## src/mcc_pkg.sv

```systemverilog
// ----------------------------------------------------------------------------
// mcc_pkg: shared types and constants of the motor command codec
// Field ranges, code widths, fixed-point scales, reciprocal constants for the
// constant divisions, and the handshake payload types.
// ----------------------------------------------------------------------------
package mcc_pkg;

  // Code widths of the command fields
  localparam int POSITION_BITS = 16;
  localparam int FIELD_BITS    = 12;
  localparam int CODE_W        = (POSITION_BITS > FIELD_BITS) ? POSITION_BITS : FIELD_BITS;
  localparam int MIN_BITS      = (POSITION_BITS < FIELD_BITS) ? POSITION_BITS : FIELD_BITS;
  localparam int POS_D         = (1 << POSITION_BITS) - 1;
  localparam int FLD_D         = (1 << FIELD_BITS) - 1;

  // Q16.16 values
  localparam int Q_FRAC  = 16;
  localparam int VALUE_W = 32;

  // Full span of each field in whole units (span = units * 2^Q_FRAC)
  localparam int POS_UNITS = 25;
  localparam int VEL_UNITS = 100;
  localparam int KP_UNITS  = 500;
  localparam int KD_UNITS  = 5;
  localparam int TOR_UNITS = 50;

  localparam int POS_LO = -((POS_UNITS << Q_FRAC) / 2);
  localparam int VEL_LO = -((VEL_UNITS << Q_FRAC) / 2);
  localparam int KP_LO  = 0;
  localparam int KD_LO  = 0;
  localparam int TOR_LO = -((TOR_UNITS << Q_FRAC) / 2);

  localparam int POS_HI = POS_LO + (POS_UNITS << Q_FRAC);
  localparam int VEL_HI = VEL_LO + (VEL_UNITS << Q_FRAC);
  localparam int KP_HI  = KP_LO + (KP_UNITS << Q_FRAC);
  localparam int KD_HI  = KD_LO + (KD_UNITS << Q_FRAC);
  localparam int TOR_HI = TOR_LO + (TOR_UNITS << Q_FRAC);

  // Codes of 0.0 (symmetric fields sit at the middle, gains at the bottom)
  localparam int POS_ZERO_CODE = POS_D / 2;
  localparam int VEL_ZERO_CODE = FLD_D / 2;
  localparam int KP_ZERO_CODE  = 0;
  localparam int KD_ZERO_CODE  = 0;
  localparam int TOR_ZERO_CODE = FLD_D / 2;

  // Encoder: offset, scaled numerator and reciprocal of the unit count
  localparam int OFF_W       = $clog2((KP_UNITS << Q_FRAC) + 1);
  localparam int ENC_PROD_W  = OFF_W + CODE_W;
  localparam int N_MAX_POS   = POS_UNITS * POS_D;
  localparam int N_MAX_FLD   = KP_UNITS * FLD_D;
  localparam int N_MAX       = (N_MAX_POS > N_MAX_FLD) ? N_MAX_POS : N_MAX_FLD;
  localparam int N_W         = $clog2(N_MAX + 1);
  localparam int ENC_K       = 31;
  localparam longint ENC_REC_POS = ((longint'(1) << ENC_K) + POS_UNITS - 1) / POS_UNITS;
  localparam longint ENC_REC_VEL = ((longint'(1) << ENC_K) + VEL_UNITS - 1) / VEL_UNITS;
  localparam longint ENC_REC_KP  = ((longint'(1) << ENC_K) + KP_UNITS - 1) / KP_UNITS;
  localparam longint ENC_REC_KD  = ((longint'(1) << ENC_K) + KD_UNITS - 1) / KD_UNITS;
  localparam longint ENC_REC_TOR = ((longint'(1) << ENC_K) + TOR_UNITS - 1) / TOR_UNITS;
  localparam int ENC_REC_W   = $clog2(ENC_REC_KD + 1);
  localparam int ENC_MUL_W   = N_W + ENC_REC_W;

  // Decoder: base term, rounding numerator and reciprocal of 2^bits - 1
  localparam int DEC_LANES    = 3;
  localparam int BASE_MAX_POS = (POS_UNITS * POS_D) << (Q_FRAC - POSITION_BITS);
  localparam int BASE_MAX_VEL = (VEL_UNITS * FLD_D) << (Q_FRAC - FIELD_BITS);
  localparam int BASE_MAX     = (BASE_MAX_POS > BASE_MAX_VEL) ? BASE_MAX_POS : BASE_MAX_VEL;
  localparam int BASE_W       = $clog2(BASE_MAX + 1);
  localparam int HALF_MAX     = ((POS_D > FLD_D) ? POS_D : FLD_D) / 2;
  localparam int Y_W          = $clog2(BASE_MAX + HALF_MAX + 1);
  localparam int T_W          = Y_W - MIN_BITS + 1;
  localparam int DEC_K        = 40;
  localparam longint DEC_REC_POS = ((longint'(1) << DEC_K) + POS_D - 1) / POS_D;
  localparam longint DEC_REC_FLD = ((longint'(1) << DEC_K) + FLD_D - 1) / FLD_D;
  localparam longint DEC_REC_MAX = (DEC_REC_POS > DEC_REC_FLD) ? DEC_REC_POS : DEC_REC_FLD;
  localparam int DEC_REC_W    = $clog2(DEC_REC_MAX + 1);
  localparam int DEC_MUL_W    = Y_W + DEC_REC_W;
  localparam int DEC_R_W      = BASE_W + 2;

  // Frame layout
  localparam int FRAME_BYTES   = 8;
  localparam int FRAME_W       = 8 * FRAME_BYTES;
  localparam int FRAME_POS_W   = 16;
  localparam int FRAME_FLD_W   = 12;
  localparam int REPLY_W       = FRAME_POS_W + 2 * FRAME_FLD_W;
  localparam logic [7:0] FILL_BYTE      = 8'hFF;
  localparam logic [7:0] MODE_BYTE_BASE = 8'hFC;

  // Reading widths
  localparam int RD_POS_W = 21;
  localparam int RD_VEL_W = 23;
  localparam int RD_TOR_W = 22;

  // Configuration port
  localparam int CFG_IDX_W  = 1;
  localparam int CFG_DATA_W = 8;
  localparam logic [CFG_IDX_W-1:0] CFG_MOTOR_ID = 1'd0;
  localparam logic [CFG_IDX_W-1:0] CFG_POWERED  = 1'd1;

  // Output queue
  localparam int OUT_FIFO_DEPTH = 4;
  localparam int PTR_W          = $clog2(OUT_FIFO_DEPTH);
  localparam int COUNT_W        = $clog2(OUT_FIFO_DEPTH + 1);

  typedef enum logic [1:0] {
    KIND_SET   = 2'd0,
    KIND_SEND  = 2'd1,
    KIND_MODE  = 2'd2,
    KIND_REPLY = 2'd3
  } kind_e;

  typedef enum logic [2:0] {
    FLD_POS = 3'd0,
    FLD_VEL = 3'd1,
    FLD_KP  = 3'd2,
    FLD_KD  = 3'd3,
    FLD_TOR = 3'd4
  } field_e;

  typedef enum logic [1:0] {
    MODE_ENTER = 2'd0,
    MODE_EXIT  = 2'd1,
    MODE_ZERO  = 2'd2
  } mode_e;

  typedef enum logic [1:0] {
    RES_CMD  = 2'd0,
    RES_MODE = 2'd1,
    RES_READ = 2'd2
  } res_kind_e;

  typedef struct packed {
    res_kind_e                   result_kind;
    logic [7:0]                  frame_id;
    logic [FRAME_W-1:0]          frame_bytes;
    logic signed [RD_POS_W-1:0]  read_position;
    logic signed [RD_VEL_W-1:0]  read_velocity;
    logic signed [RD_TOR_W-1:0]  read_torque;
    logic                        last;
  } mcc_res_t;

  // Lower clamp bound of a field
  function automatic logic signed [VALUE_W-1:0] field_lo(input logic [2:0] f);
    logic signed [VALUE_W-1:0] r;
    unique case (f)
      FLD_POS: r = VALUE_W'(POS_LO);
      FLD_VEL: r = VALUE_W'(VEL_LO);
      FLD_KP:  r = VALUE_W'(KP_LO);
      FLD_KD:  r = VALUE_W'(KD_LO);
      default: r = VALUE_W'(TOR_LO);
    endcase
    return r;
  endfunction

  // Upper clamp bound of a field
  function automatic logic signed [VALUE_W-1:0] field_hi(input logic [2:0] f);
    logic signed [VALUE_W-1:0] r;
    unique case (f)
      FLD_POS: r = VALUE_W'(POS_HI);
      FLD_VEL: r = VALUE_W'(VEL_HI);
      FLD_KP:  r = VALUE_W'(KP_HI);
      FLD_KD:  r = VALUE_W'(KD_HI);
      default: r = VALUE_W'(TOR_HI);
    endcase
    return r;
  endfunction

  // Reciprocal of the span in units, scaled by 2^ENC_K and rounded up
  function automatic logic [ENC_REC_W-1:0] enc_recip(input logic [2:0] f);
    logic [ENC_REC_W-1:0] r;
    unique case (f)
      FLD_POS: r = ENC_REC_W'(ENC_REC_POS);
      FLD_VEL: r = ENC_REC_W'(ENC_REC_VEL);
      FLD_KP:  r = ENC_REC_W'(ENC_REC_KP);
      FLD_KD:  r = ENC_REC_W'(ENC_REC_KD);
      default: r = ENC_REC_W'(ENC_REC_TOR);
    endcase
    return r;
  endfunction

endpackage

```

## src/mcc_cmd_if.sv

```systemverilog
// ----------------------------------------------------------------------------
// mcc_cmd_if: request channel of the motor command codec
// Valid/ready handshake carrying one command, mode or reply request.
// ----------------------------------------------------------------------------
interface mcc_cmd_if;
  logic               valid;
  logic               ready;
  logic [1:0]         kind;
  logic [2:0]         field_index;
  logic signed [31:0] value;
  logic [1:0]         mode_code;
  logic [39:0]        reply_bytes;

  modport source (
    output valid, kind, field_index, value, mode_code, reply_bytes,
    input  ready
  );

  modport sink (
    input  valid, kind, field_index, value, mode_code, reply_bytes,
    output ready
  );
endinterface

```

## src/mcc_res_if.sv

```systemverilog
// ----------------------------------------------------------------------------
// mcc_res_if: result channel of the motor command codec
// Valid/ready handshake carrying one frame or one set of decoded readings.
// ----------------------------------------------------------------------------
interface mcc_res_if;
  logic               valid;
  logic               ready;
  logic [1:0]         result_kind;
  logic [7:0]         frame_id;
  logic [63:0]        frame_bytes;
  logic signed [20:0] read_position;
  logic signed [22:0] read_velocity;
  logic signed [21:0] read_torque;
  logic               last;

  modport source (
    output valid, result_kind, frame_id, frame_bytes, read_position, read_velocity,
           read_torque, last,
    input  ready
  );

  modport sink (
    input  valid, result_kind, frame_id, frame_bytes, read_position, read_velocity,
           read_torque, last,
    output ready
  );
endinterface

```

## src/mcc_field_encode.sv

```systemverilog
// ----------------------------------------------------------------------------
// mcc_field_encode: Q16.16 value to unsigned field code
// Clamps to the field range and computes floor((x - lo) * d / span) in two
// register stages: shift-subtract scaling, then a reciprocal multiply.
// ----------------------------------------------------------------------------
module mcc_field_encode import mcc_pkg::*; (
  input  logic                      clk_i,
  input  logic                      en_i,
  input  logic [2:0]                field_i,
  input  logic signed [VALUE_W-1:0] value_i,
  output logic [CODE_W-1:0]         code_o
);

  logic signed [VALUE_W-1:0] lo;
  logic signed [VALUE_W-1:0] hi;
  logic signed [VALUE_W-1:0] x_cl;
  logic [OFF_W-1:0]          off;
  logic [ENC_PROD_W-1:0]     scaled;
  logic [N_W-1:0]            num;
  logic [N_W-1:0]            num_q;
  logic [2:0]                field_q;
  logic [ENC_MUL_W-1:0]      quot_prod;
  logic [CODE_W-1:0]         code_q;

  // Clamp and take the offset from the bottom of the range
  always_comb begin
    lo = field_lo(field_i);
    hi = field_hi(field_i);
    if (value_i < lo) begin
      x_cl = lo;
    end else if (value_i > hi) begin
      x_cl = hi;
    end else begin
      x_cl = value_i;
    end
    off = OFF_W'(x_cl - lo);
  end

  // off * (2^bits - 1), then drop the Q16.16 fraction of the span
  always_comb begin
    if (field_i == FLD_POS) begin
      scaled = (ENC_PROD_W'(off) << POSITION_BITS) - ENC_PROD_W'(off);
    end else begin
      scaled = (ENC_PROD_W'(off) << FIELD_BITS) - ENC_PROD_W'(off);
    end
    num = N_W'(scaled >> Q_FRAC);
  end

  always_ff @(posedge clk_i) begin
    if (en_i) begin
      num_q   <= num;
      field_q <= field_i;
    end
  end

  // Divide by the span in whole units through its reciprocal
  assign quot_prod = ENC_MUL_W'(num_q) * ENC_MUL_W'(enc_recip(field_q));

  always_ff @(posedge clk_i) begin
    if (en_i) begin
      code_q <= CODE_W'(quot_prod >> ENC_K);
    end
  end

  assign code_o = code_q;

endmodule

```

## src/mcc_reply_decode.sv

```systemverilog
// ----------------------------------------------------------------------------
// mcc_reply_decode: reply codes to Q16.16 readings
// Three lanes (position, velocity, torque) compute
// round_half_up(code * span / d) + lo as base + floor((base + d/2) / d) + lo,
// with base = code * units * 2^(16 - bits).
// ----------------------------------------------------------------------------
module mcc_reply_decode import mcc_pkg::*; (
  input  logic                                 clk_i,
  input  logic                                 en_i,
  input  logic [REPLY_W-1:0]                   reply_i,
  output logic [DEC_LANES-1:0][DEC_R_W-1:0]    reading_o
);

  for (genvar g = 0; g < DEC_LANES; g++) begin : g_lane
    localparam int BITS  = (g == 0) ? POSITION_BITS : FIELD_BITS;
    localparam int IN_W  = (g == 0) ? FRAME_POS_W : FRAME_FLD_W;
    localparam int LSB   = (g == 0) ? 2 * FRAME_FLD_W : ((g == 1) ? FRAME_FLD_W : 0);
    localparam int UNITS = (g == 0) ? POS_UNITS : ((g == 1) ? VEL_UNITS : TOR_UNITS);
    localparam int LO    = (g == 0) ? POS_LO : ((g == 1) ? VEL_LO : TOR_LO);
    localparam int D     = (1 << BITS) - 1;
    localparam int HALF  = D / 2;
    localparam int SH    = Q_FRAC - BITS;
    localparam longint REC = (g == 0) ? DEC_REC_POS : DEC_REC_FLD;
    localparam longint IN_MASK = (longint'(1) << IN_W) - 1;

    logic [FRAME_POS_W-1:0] raw;
    logic [FRAME_POS_W-1:0] code;
    logic [BASE_W-1:0]      base;
    logic [BASE_W-1:0]      base_b_q;
    logic [BASE_W-1:0]      base_c_q;
    logic [Y_W-1:0]         y;
    logic [DEC_MUL_W-1:0]   prod;
    logic [T_W-1:0]         t_c_q;

    // Slice the code and saturate codes above the field maximum
    assign raw  = FRAME_POS_W'((reply_i >> LSB) & REPLY_W'(IN_MASK));
    assign code = (raw > FRAME_POS_W'(D)) ? FRAME_POS_W'(D) : raw;
    assign base = (BASE_W'(code) * BASE_W'(UNITS)) << SH;

    // Rounded quotient by 2^bits - 1 through its reciprocal
    assign y    = Y_W'(base_b_q) + Y_W'(HALF);
    assign prod = DEC_MUL_W'(y) * DEC_MUL_W'(REC);

    always_ff @(posedge clk_i) begin
      if (en_i) begin
        base_b_q <= base;
        base_c_q <= base_b_q;
        t_c_q    <= T_W'(prod >> DEC_K);
      end
    end

    assign reading_o[g] = DEC_R_W'(base_c_q) + DEC_R_W'(t_c_q) + DEC_R_W'(LO);
  end

endmodule

```

## src/motor_can_command_codec.sv

```systemverilog
// ----------------------------------------------------------------------------
// motor_can_command_codec: motor command packing and reply decoding
// Holds the five command codes, builds 8-byte command and mode frames and
// unpacks reply bytes into Q16.16 readings.
// ----------------------------------------------------------------------------
// One request is taken every clock cycle unless the pipe stalls. Each request
// passes an input register and two arithmetic stages (clamp/scale, reciprocal
// multiply), and its results, up to two, then enter a four-entry output queue.
// Command state is read and written only at the last stage, so requests see
// the effect of every earlier request. Ready drops only while the last stage
// holds a request and the output queue has fewer than two free entries.
// Configuration writes (motor_id, powered) take effect at the next edge; the
// user must make them while no request is in flight; the block itself does
// not enforce this.
module motor_can_command_codec import mcc_pkg::*; (
  input  logic                  clk_i,
  input  logic                  rst_ni,
  input  logic                  cfg_we_i,
  input  logic [CFG_IDX_W-1:0]  cfg_index_i,
  input  logic [CFG_DATA_W-1:0] cfg_wdata_i,
  mcc_cmd_if.sink               cmd_i,
  mcc_res_if.source             res_o
);

  // Pipeline control
  logic stall;
  logic adv;
  logic retire;
  logic pop;

  // Stage 1: input register
  logic                      s1_valid_q;
  kind_e                     s1_kind_q;
  logic [2:0]                s1_field_q;
  logic signed [VALUE_W-1:0] s1_value_q;
  logic [1:0]                s1_mode_q;
  logic [REPLY_W-1:0]        s1_reply_q;

  // Stages 2 and 3: control that travels with the arithmetic
  logic       s2_valid_q;
  kind_e      s2_kind_q;
  logic [2:0] s2_field_q;
  logic [1:0] s2_mode_q;
  logic       s3_valid_q;
  kind_e      s3_kind_q;
  logic [2:0] s3_field_q;
  logic [1:0] s3_mode_q;

  // Arithmetic units
  logic [2:0]                             enc_field;
  logic [CODE_W-1:0]                      enc_code;
  logic [DEC_LANES-1:0][DEC_R_W-1:0]      dec_reading;

  // Configuration and command state
  logic [7:0]               motor_id_q;
  logic                     powered_q;
  logic [POSITION_BITS-1:0] pos_code_q, pos_code_d;
  logic [FIELD_BITS-1:0]    vel_code_q, vel_code_d;
  logic [FIELD_BITS-1:0]    kp_code_q, kp_code_d;
  logic [FIELD_BITS-1:0]    kd_code_q, kd_code_d;
  logic [FIELD_BITS-1:0]    tor_code_q, tor_code_d;

  // Results of the last stage
  mcc_res_t   res0, res1;
  logic [1:0] push_n;

  // Output queue
  mcc_res_t           fifo_q [OUT_FIFO_DEPTH];
  logic [PTR_W-1:0]   wr_ptr_q, rd_ptr_q;
  logic [COUNT_W-1:0] count_q;

  function automatic logic [FRAME_W-1:0] pack_cmd(
    input logic [POSITION_BITS-1:0] pos,
    input logic [FIELD_BITS-1:0]    vel,
    input logic [FIELD_BITS-1:0]    kp,
    input logic [FIELD_BITS-1:0]    kd,
    input logic [FIELD_BITS-1:0]    tor
  );
    return {FRAME_POS_W'(pos), FRAME_FLD_W'(vel), FRAME_FLD_W'(kp), FRAME_FLD_W'(kd),
            FRAME_FLD_W'(tor)};
  endfunction

  function automatic mcc_res_t make_frame(
    input res_kind_e          k,
    input logic [7:0]         id,
    input logic [FRAME_W-1:0] bytes,
    input logic               last
  );
    mcc_res_t r;
    r             = '0;
    r.result_kind = k;
    r.frame_id    = id;
    r.frame_bytes = bytes;
    r.last        = last;
    return r;
  endfunction

  // Advance the whole pipe unless the last stage cannot unload
  assign stall  = s3_valid_q && (count_q > COUNT_W'(OUT_FIFO_DEPTH - 2));
  assign adv    = !stall;
  assign retire = s3_valid_q && adv;
  assign cmd_i.ready = adv;

  always_ff @(posedge clk_i or negedge rst_ni) begin
    if (!rst_ni) begin
      s1_valid_q <= 1'b0;
      s2_valid_q <= 1'b0;
      s3_valid_q <= 1'b0;
    end else if (adv) begin
      s1_valid_q <= cmd_i.valid;
      s2_valid_q <= s1_valid_q;
      s3_valid_q <= s2_valid_q;
    end
  end

  always_ff @(posedge clk_i) begin
    if (adv) begin
      s1_kind_q  <= kind_e'(cmd_i.kind);
      s1_field_q <= cmd_i.field_index;
      s1_value_q <= cmd_i.value;
      s1_mode_q  <= cmd_i.mode_code;
      s1_reply_q <= cmd_i.reply_bytes;
      s2_kind_q  <= s1_kind_q;
      s2_field_q <= s1_field_q;
      s2_mode_q  <= s1_mode_q;
      s3_kind_q  <= s2_kind_q;
      s3_field_q <= s2_field_q;
      s3_mode_q  <= s2_mode_q;
    end
  end

  // A send request always encodes the position
  assign enc_field = (s1_kind_q == KIND_SEND) ? FLD_POS : s1_field_q;

  mcc_field_encode u_encode (
    .clk_i   (clk_i),
    .en_i    (adv),
    .field_i (enc_field),
    .value_i (s1_value_q),
    .code_o  (enc_code)
  );

  mcc_reply_decode u_decode (
    .clk_i     (clk_i),
    .en_i      (adv),
    .reply_i   (s1_reply_q),
    .reading_o (dec_reading)
  );

  // Configuration writes
  always_ff @(posedge clk_i or negedge rst_ni) begin
    if (!rst_ni) begin
      motor_id_q <= '0;
      powered_q  <= 1'b0;
    end else if (cfg_we_i) begin
      unique case (cfg_index_i)
        CFG_MOTOR_ID: motor_id_q <= cfg_wdata_i;
        CFG_POWERED:  powered_q  <= cfg_wdata_i[0];
        default: ;
      endcase
    end
  end

  // Last stage: update command state and form the results
  always_comb begin
    pos_code_d = pos_code_q;
    vel_code_d = vel_code_q;
    kp_code_d  = kp_code_q;
    kd_code_d  = kd_code_q;
    tor_code_d = tor_code_q;
    res0       = '0;
    res1       = '0;
    push_n     = 2'd0;
    unique case (s3_kind_q)
      KIND_SET: begin
        unique case (s3_field_q)
          FLD_POS: pos_code_d = POSITION_BITS'(enc_code);
          FLD_VEL: vel_code_d = FIELD_BITS'(enc_code);
          FLD_KP:  kp_code_d  = FIELD_BITS'(enc_code);
          FLD_KD:  kd_code_d  = FIELD_BITS'(enc_code);
          FLD_TOR: tor_code_d = FIELD_BITS'(enc_code);
          default: ;
        endcase
      end
      KIND_SEND: begin
        if (powered_q) begin
          pos_code_d = POSITION_BITS'(enc_code);
          res0   = make_frame(RES_CMD, motor_id_q,
                              pack_cmd(pos_code_d, vel_code_q, kp_code_q, kd_code_q,
                                       tor_code_q), 1'b1);
          push_n = 2'd1;
        end
      end
      KIND_MODE: begin
        priority if (s3_mode_q == MODE_ZERO) begin
          // Clear every command; the cleared frame goes out first when powered
          pos_code_d = POSITION_BITS'(POS_ZERO_CODE);
          vel_code_d = FIELD_BITS'(VEL_ZERO_CODE);
          kp_code_d  = FIELD_BITS'(KP_ZERO_CODE);
          kd_code_d  = FIELD_BITS'(KD_ZERO_CODE);
          tor_code_d = FIELD_BITS'(TOR_ZERO_CODE);
          if (powered_q) begin
            res0   = make_frame(RES_CMD, motor_id_q,
                                pack_cmd(pos_code_d, vel_code_d, kp_code_d, kd_code_d,
                                         tor_code_d), 1'b0);
            res1   = make_frame(RES_MODE, motor_id_q,
                                {{(FRAME_BYTES - 1){FILL_BYTE}},
                                 MODE_BYTE_BASE + 8'(s3_mode_q)}, 1'b1);
            push_n = 2'd2;
          end else begin
            res0   = make_frame(RES_MODE, motor_id_q,
                                {{(FRAME_BYTES - 1){FILL_BYTE}},
                                 MODE_BYTE_BASE + 8'(s3_mode_q)}, 1'b1);
            push_n = 2'd1;
          end
        end else if (s3_mode_q == MODE_ENTER || s3_mode_q == MODE_EXIT) begin
          res0   = make_frame(RES_MODE, motor_id_q,
                              {{(FRAME_BYTES - 1){FILL_BYTE}},
                               MODE_BYTE_BASE + 8'(s3_mode_q)}, 1'b1);
          push_n = 2'd1;
        end else begin
          // Unknown mode code: drop
          push_n = 2'd0;
        end
      end
      KIND_REPLY: begin
        res0.result_kind   = RES_READ;
        res0.read_position = RD_POS_W'(dec_reading[0]);
        res0.read_velocity = RD_VEL_W'(dec_reading[1]);
        res0.read_torque   = RD_TOR_W'(dec_reading[2]);
        res0.last          = 1'b1;
        push_n             = 2'd1;
      end
    endcase
  end

  // Command state
  always_ff @(posedge clk_i or negedge rst_ni) begin
    if (!rst_ni) begin
      pos_code_q <= POSITION_BITS'(POS_ZERO_CODE);
      vel_code_q <= FIELD_BITS'(VEL_ZERO_CODE);
      kp_code_q  <= FIELD_BITS'(KP_ZERO_CODE);
      kd_code_q  <= FIELD_BITS'(KD_ZERO_CODE);
      tor_code_q <= FIELD_BITS'(TOR_ZERO_CODE);
    end else if (retire) begin
      pos_code_q <= pos_code_d;
      vel_code_q <= vel_code_d;
      kp_code_q  <= kp_code_d;
      kd_code_q  <= kd_code_d;
      tor_code_q <= tor_code_d;
    end
  end

  // Output queue: push up to two results, pop one
  assign pop = res_o.valid && res_o.ready;

  always_ff @(posedge clk_i) begin
    if (retire && push_n != 2'd0) begin
      fifo_q[wr_ptr_q] <= res0;
    end
    if (retire && push_n == 2'd2) begin
      fifo_q[wr_ptr_q + PTR_W'(1)] <= res1;
    end
  end

  always_ff @(posedge clk_i or negedge rst_ni) begin
    if (!rst_ni) begin
      wr_ptr_q <= '0;
      rd_ptr_q <= '0;
      count_q  <= '0;
    end else begin
      if (retire) begin
        wr_ptr_q <= wr_ptr_q + PTR_W'(push_n);
      end
      if (pop) begin
        rd_ptr_q <= rd_ptr_q + PTR_W'(1);
      end
      count_q <= count_q + (retire ? COUNT_W'(push_n) : COUNT_W'(0)) - COUNT_W'(pop);
    end
  end

  assign res_o.valid         = (count_q != '0);
  assign res_o.result_kind   = fifo_q[rd_ptr_q].result_kind;
  assign res_o.frame_id      = fifo_q[rd_ptr_q].frame_id;
  assign res_o.frame_bytes   = fifo_q[rd_ptr_q].frame_bytes;
  assign res_o.read_position = fifo_q[rd_ptr_q].read_position;
  assign res_o.read_velocity = fifo_q[rd_ptr_q].read_velocity;
  assign res_o.read_torque   = fifo_q[rd_ptr_q].read_torque;
  assign res_o.last          = fifo_q[rd_ptr_q].last;

  // Queue never holds more than its depth
  a_fifo_bound: assert property (@(posedge clk_i) disable iff (!rst_ni)
    count_q <= COUNT_W'(OUT_FIFO_DEPTH))
    else $error("output queue overflow");

  // The second result of a request is already queued when the first leaves
  a_pair_kept: assert property (@(posedge clk_i) disable iff (!rst_ni)
    (res_o.valid && res_o.ready && !res_o.last) |=> res_o.valid)
    else $error("result pair split in output queue");

  // Command frames are only produced while powered
  a_cmd_powered: assert property (@(posedge clk_i) disable iff (!rst_ni)
    (retire && push_n != 2'd0 && res0.result_kind == RES_CMD) |-> powered_q)
    else $error("command frame while unpowered");

  // Decoded position stays inside its range
  a_pos_range: assert property (@(posedge clk_i) disable iff (!rst_ni)
    (res_o.valid && res_o.result_kind == RES_READ) |->
      (res_o.read_position >= RD_POS_W'(POS_LO) && res_o.read_position <= RD_POS_W'(POS_HI)))
    else $error("decoded position out of range");

endmodule

```

## src/flat_wrapper.sv

```systemverilog
// flat-port wrapper written by rule: the top's interface ports become plain ports
module motor_can_command_codec_flat import mcc_pkg::*;
  (clk_i, rst_ni, cfg_we_i, cfg_index_i, cfg_wdata_i, cmd_i_valid, cmd_i_kind, cmd_i_field_index, cmd_i_value, cmd_i_mode_code, cmd_i_reply_bytes, cmd_i_ready, res_o_valid, res_o_result_kind, res_o_frame_id, res_o_frame_bytes, res_o_read_position, res_o_read_velocity, res_o_read_torque, res_o_last, res_o_ready);
  mcc_cmd_if cmd_i_i ();
  mcc_res_if res_o_i ();
  input  logic clk_i;
  input  logic rst_ni;
  input  logic cfg_we_i;
  input  logic [CFG_IDX_W-1:0] cfg_index_i;
  input  logic [CFG_DATA_W-1:0] cfg_wdata_i;
  input wire logic [$bits(cmd_i_i.valid)-1:0] cmd_i_valid;
  input wire logic [$bits(cmd_i_i.kind)-1:0] cmd_i_kind;
  input wire logic [$bits(cmd_i_i.field_index)-1:0] cmd_i_field_index;
  input wire logic [$bits(cmd_i_i.value)-1:0] cmd_i_value;
  input wire logic [$bits(cmd_i_i.mode_code)-1:0] cmd_i_mode_code;
  input wire logic [$bits(cmd_i_i.reply_bytes)-1:0] cmd_i_reply_bytes;
  output wire logic [$bits(cmd_i_i.ready)-1:0] cmd_i_ready;
  output wire logic [$bits(res_o_i.valid)-1:0] res_o_valid;
  output wire logic [$bits(res_o_i.result_kind)-1:0] res_o_result_kind;
  output wire logic [$bits(res_o_i.frame_id)-1:0] res_o_frame_id;
  output wire logic [$bits(res_o_i.frame_bytes)-1:0] res_o_frame_bytes;
  output wire logic [$bits(res_o_i.read_position)-1:0] res_o_read_position;
  output wire logic [$bits(res_o_i.read_velocity)-1:0] res_o_read_velocity;
  output wire logic [$bits(res_o_i.read_torque)-1:0] res_o_read_torque;
  output wire logic [$bits(res_o_i.last)-1:0] res_o_last;
  input wire logic [$bits(res_o_i.ready)-1:0] res_o_ready;
  assign cmd_i_i.valid = cmd_i_valid;
  assign cmd_i_i.kind = cmd_i_kind;
  assign cmd_i_i.field_index = cmd_i_field_index;
  assign cmd_i_i.value = cmd_i_value;
  assign cmd_i_i.mode_code = cmd_i_mode_code;
  assign cmd_i_i.reply_bytes = cmd_i_reply_bytes;
  assign cmd_i_ready = cmd_i_i.ready;
  assign res_o_valid = res_o_i.valid;
  assign res_o_result_kind = res_o_i.result_kind;
  assign res_o_frame_id = res_o_i.frame_id;
  assign res_o_frame_bytes = res_o_i.frame_bytes;
  assign res_o_read_position = res_o_i.read_position;
  assign res_o_read_velocity = res_o_i.read_velocity;
  assign res_o_read_torque = res_o_i.read_torque;
  assign res_o_last = res_o_i.last;
  assign res_o_i.ready = res_o_ready;
  motor_can_command_codec u_core (.clk_i(clk_i), .rst_ni(rst_ni), .cfg_we_i(cfg_we_i), .cfg_index_i(cfg_index_i), .cfg_wdata_i(cfg_wdata_i), .cmd_i(cmd_i_i), .res_o(res_o_i));
endmodule
```

## config.mk

```make
export PLATFORM = sky130hd
export DESIGN_NAME = motor_can_command_codec_flat
export DESIGN_NICKNAME = d
export VERILOG_FILES = /design/src/mcc_pkg.sv /design/src/mcc_cmd_if.sv /design/src/mcc_res_if.sv /design/src/mcc_field_encode.sv /design/src/mcc_reply_decode.sv /design/src/motor_can_command_codec.sv /design/src/flat_wrapper.sv
export SDC_FILE = /design/constraint.sdc
export NUM_CORES = 2
export LEC_CHECK = 0
export ABC_AREA = 1
export BUFFER_PORTS_ARGS = -buffer_cell sky130_fd_sc_hd__clkbuf_2
export CAP_MARGIN = 20
export CORE_ASPECT_RATIO = 1.25
export CORE_MARGIN = 10
export CORE_UTILIZATION = 35
export CTS_BUF_LIST = sky130_fd_sc_hd__clkbuf_2 sky130_fd_sc_hd__clkbuf_4 sky130_fd_sc_hd__clkbuf_8
export CTS_CLUSTER_DIAMETER = 50
export DETAILED_ROUTE_END_ITERATION = 10
export PLACE_DENSITY_LB_ADDON = 0.2
export SLEW_MARGIN = 20
export SYNTH_ARGS = -nofsm -noshare
export SYNTH_HDL_FRONTEND = slang
export SYNTH_SLANG_ARGS = --single-unit
```

## constraint.sdc

```tcl
create_clock -name clk_i -period 8.47 [get_ports clk_i]
set_clock_uncertainty 0.15 [all_clocks]
set_input_delay 0.4235 -clock clk_i [delete_from_list [all_inputs] [get_ports clk_i]]
set_output_delay 0.4235 -clock clk_i [all_outputs]
set_load 0.02 [all_outputs]
```

==> impl_metrics.env <==
export IMPL_cpMostUsedCell="fa_1"
export IMPL_synth_edff_count=570
export IMPL_synth_seq_area_share_pct=35.70
export IMPL_synth_seq_cells=905
export IMPL_track_usage_pct=19.97
export IMPL_synth_cells=7404
export IMPL_core_region_area_um2=192600
export IMPL_worstPathRequired_ns=8.98
export IMPL_drt_pass1_iterations=6
export IMPL_final_net_count=9067
export IMPL_min_path_cells=2
export IMPL_unrepaired_setup_endpoints_after_global_routing="no"
export IMPL_clockBufferDepth=3
export IMPL_grt_start_max_net_pins=150
export IMPL_most_common_cell_after_layout_fill_and_taps_aside="inv_1"
export IMPL_finalHoldViolations=0
export IMPL_initial_util_pct=35.18
export IMPL_routabilityCongestion=0.9783
export IMPL_post_dp_hpwl_um=155000
export IMPL_transition_time_of_the_tightest_slew_check_pin_ns=1.135
export IMPL_timing_final_crit_share_pct=93.47
export IMPL_max_cap_violations=0
export IMPL_worst_stage_delay_on_the_critical_path_ns=0.58
export IMPL_drtIter0Drc=3560
export IMPL_place_detailed_instances=9947
export IMPL_number_of_different_library_cells_in_the_post_synthesis_netlist=62
export IMPL_fp_dieH_um=511.9
export IMPL_insertion_delay_ns=0.96
export IMPL_synthFlopType="edfxtp_1"
export IMPL_slew_headroom_pct=24.36
export IMPL_tritoncts="done"
export IMPL_wire_length_of_the_first_global_routing_pass_um=327900
export IMPL_mostFrequentLayoutCells="1140 x inv_1, 947 x nand2_1, 927 x o21ai_0, 797 x nor2_1, 722 x ha_1"
export IMPL_netlist_area_um2=67750
export IMPL_layout_drive_gt1_share_pct=8.966
export IMPL_layoutNonFillerInstCount=10430
export IMPL_via_per_inst=5.092
export IMPL_placement_rows=180
export IMPL_run_status="completed"
export IMPL_detail_route_antenna_nets=0
export IMPL_critical_path_endpoint_type="flip-flop"
export IMPL_grt_antenna_before_repair=5
export IMPL_maximum_net_fanout_on_the_critical_path=24
export IMPL_worst_r2r_path_depth=25
export IMPL_via_count_of_the_first_global_routing_pass=54410
export IMPL_critical_path_slowest_cell="fa_1"
export IMPL_finalCriticalPeriod_ns=7.917
export IMPL_synth_async_reset_ratio_pct=7.403
export IMPL_routed_wl_um=214700
export IMPL_setup_total_negative_slack_ns=0
export IMPL_clock_root_buffer="clkbuf_8"
export IMPL_clkSlewWorstSetupHoldPaths_ns=0.05
export IMPL_achievable_frequency_mhz=126.3
export IMPL_cts_inserted_buffers=164
export IMPL_launching_element_type_of_the_critical_path="flip-flop"
export IMPL_critPathArrivalTime_ns=8.43
export IMPL_syn_to_final_growth_pct=13.15
export IMPL_clock_tree_htree_level_count=4
export IMPL_floorplan_io_pins=236
export IMPL_post_drt_wl_per_cell_um=20.60
export IMPL_port_buffer_count=235
export IMPL_overflow=0
export IMPL_setup_viol=0
export IMPL_chip_width_um=413.5
export IMPL_yosysWarnings=0
export IMPL_syn_area_per_cell_um2=9.150
export IMPL_route_detailed_drc=0
export IMPL_die_area_um2=211700
export IMPL_vias=53090
export IMPL_cts_sinks=905
export IMPL_crit_type="flip-flop to flip-flop"
export IMPL_worstHoldPathType="input port to flip-flop"
export IMPL_number_of_max_slew_violations_in_the_final_report=0
[kinds of logic (layout without fill, tap and decap cells)]
logic type      after synthesis  count (layout)  synth area share (%)
simple gates               2023            2023                 12.01
compound gates             1582            1582                 12.89
buf+inv                    1485            1954                 8.505
fa+ha+maj                  1240            1240                 28.64
flops                       905             905                 35.70
xor+xnor                    149             149                 1.926
mux                          19              19                0.3158
other cells                   1               6              0.005535
[synthesized netlist by cell type, drive strengths merged, types with 15 or more instances]
cell type	number	area share (%)
dfrtp	45	1.7
a22o	76	0.98
ha	722	13
xor2	112	1.4
a21o	16	0.18
nand2	963	5.4
edfxtp	570	25
dfxtp	268	7.9
nand3	118	0.89
fa	518	15
dfstp	22	0.85
inv	1156	6.4
mux2	19	0.32
nor4	16	0.16
a21oi	238	1.8
clkbuf	265	1.5
nor3	52	0.41
nor2	803	4.5
buf	56	0.59
o21bai	15	0.17
a31oi	17	0.16
xnor2	37	0.48
nand4	48	0.44
o21ai	979	7.2
o22ai	175	1.6
[metal layers]
metal / vias up / wire length (um) / share of wire (%) / global-route usage [%]
li1: 25190 / - / - / -
met1: 26040 / 91810 / 43 / 25.53
met2: 1517 / 103700 / 48 / 33.90
met3: 336 / 11320 / 5.3 / 2.958
met4: 0 / 7920 / 3.7 / 7.352
met5: - / 0 / 0 / 0
[path summary, 6_finish.rpt]
kind / slack, ns / endpoint / start
setup / recovery: 0.55 / u_core.u_encode.code_o[13] / u_core.u_encode.field_q[2]
hold / removal: 0.11 / u_core.s1_reply_q[24] / cmd_i_reply_bytes[24]
min in group asynchronous: 0.42 / u_core.kp_code_q[1] / rst_ni
hold reg to reg: 0.27 / u_core.s3_field_q[2] / u_core.s2_field_q[2]
setup reg to reg: 0.55 / u_core.u_encode.code_o[13] / u_core.u_encode.field_q[2]
max in group asynchronous: 7.15 / u_core.rd_ptr_q[1] / rst_ni
[registers in the layout (all words and copies together) (netlist names), 8 cells and up]
| signal | cells |
|---|---|
| u_core.u_decode.g_lane.base_c_q | 55 |
| u_core.motor_id_q | 8 |
| u_core.tor_code_q | 12 |
| u_core.u_decode.g_lane.base_b_q | 55 |
| u_core.kp_code_q | 12 |
| u_core.u_decode.g_lane.t_c_q | 31 |
| u_core.vel_code_q | 12 |
| u_core.s1_reply_q | 40 |
| u_core.u_encode.num_q | 21 |
| u_core.u_encode.code_o | 16 |
| u_core.s1_value_q | 32 |
| u_core.fifo_q | 564 |
| u_core.kd_code_q | 12 |
[through the flow]
step	utilization (%)	setup slack, ns	cell area, um^2	hold slack, ns
final	39.81	0.5532	76660	0.1122
after global routing	39.81	0.09251	76650	0.06568
after CTS	39.80	0.1801	76630	0.007109
after detailed placement	37.10	0.2321	71440	0.2615
after global placement	37.10	0.3196	71440	0.2513
after floorplan	-	0.6431	67750	-0.02209
[final cells by class]
type | count | area, um^2
well taps | 2548 | 3188
flip-flops and latches | 905 | 24190
fillers | 19330 | 115900
clock buffers | 225 | 2784
clock inverters | 81 | 716.9
inverters | 1164 | 4382
diodes | 4 | 10.01
multi-input cells | 5015 | 37880
repair buffers | 484 | 3508
[critical path: cells and delay by family (launching register included)]
kind	cells	cell delay [ns]
xor+xnor	1	0.16
simple gates	6	0.95
flops	1	0.45
fa+ha+maj	8	4.00
buf+inv	7	1.03
compound gates	3	0.90
[what timing repair did]
item                                    4_1_cts  5_1_grt
hold endpoints to repair                    159        0
buffers inserted                              0        2
hold buffers                                167        0
gates resized for setup                       0        2
endpoints found under the setup margin        0        8
Power is not shown: default switching activity piles up to over one toggle a cycle in this logic, so the estimate is an artifact.
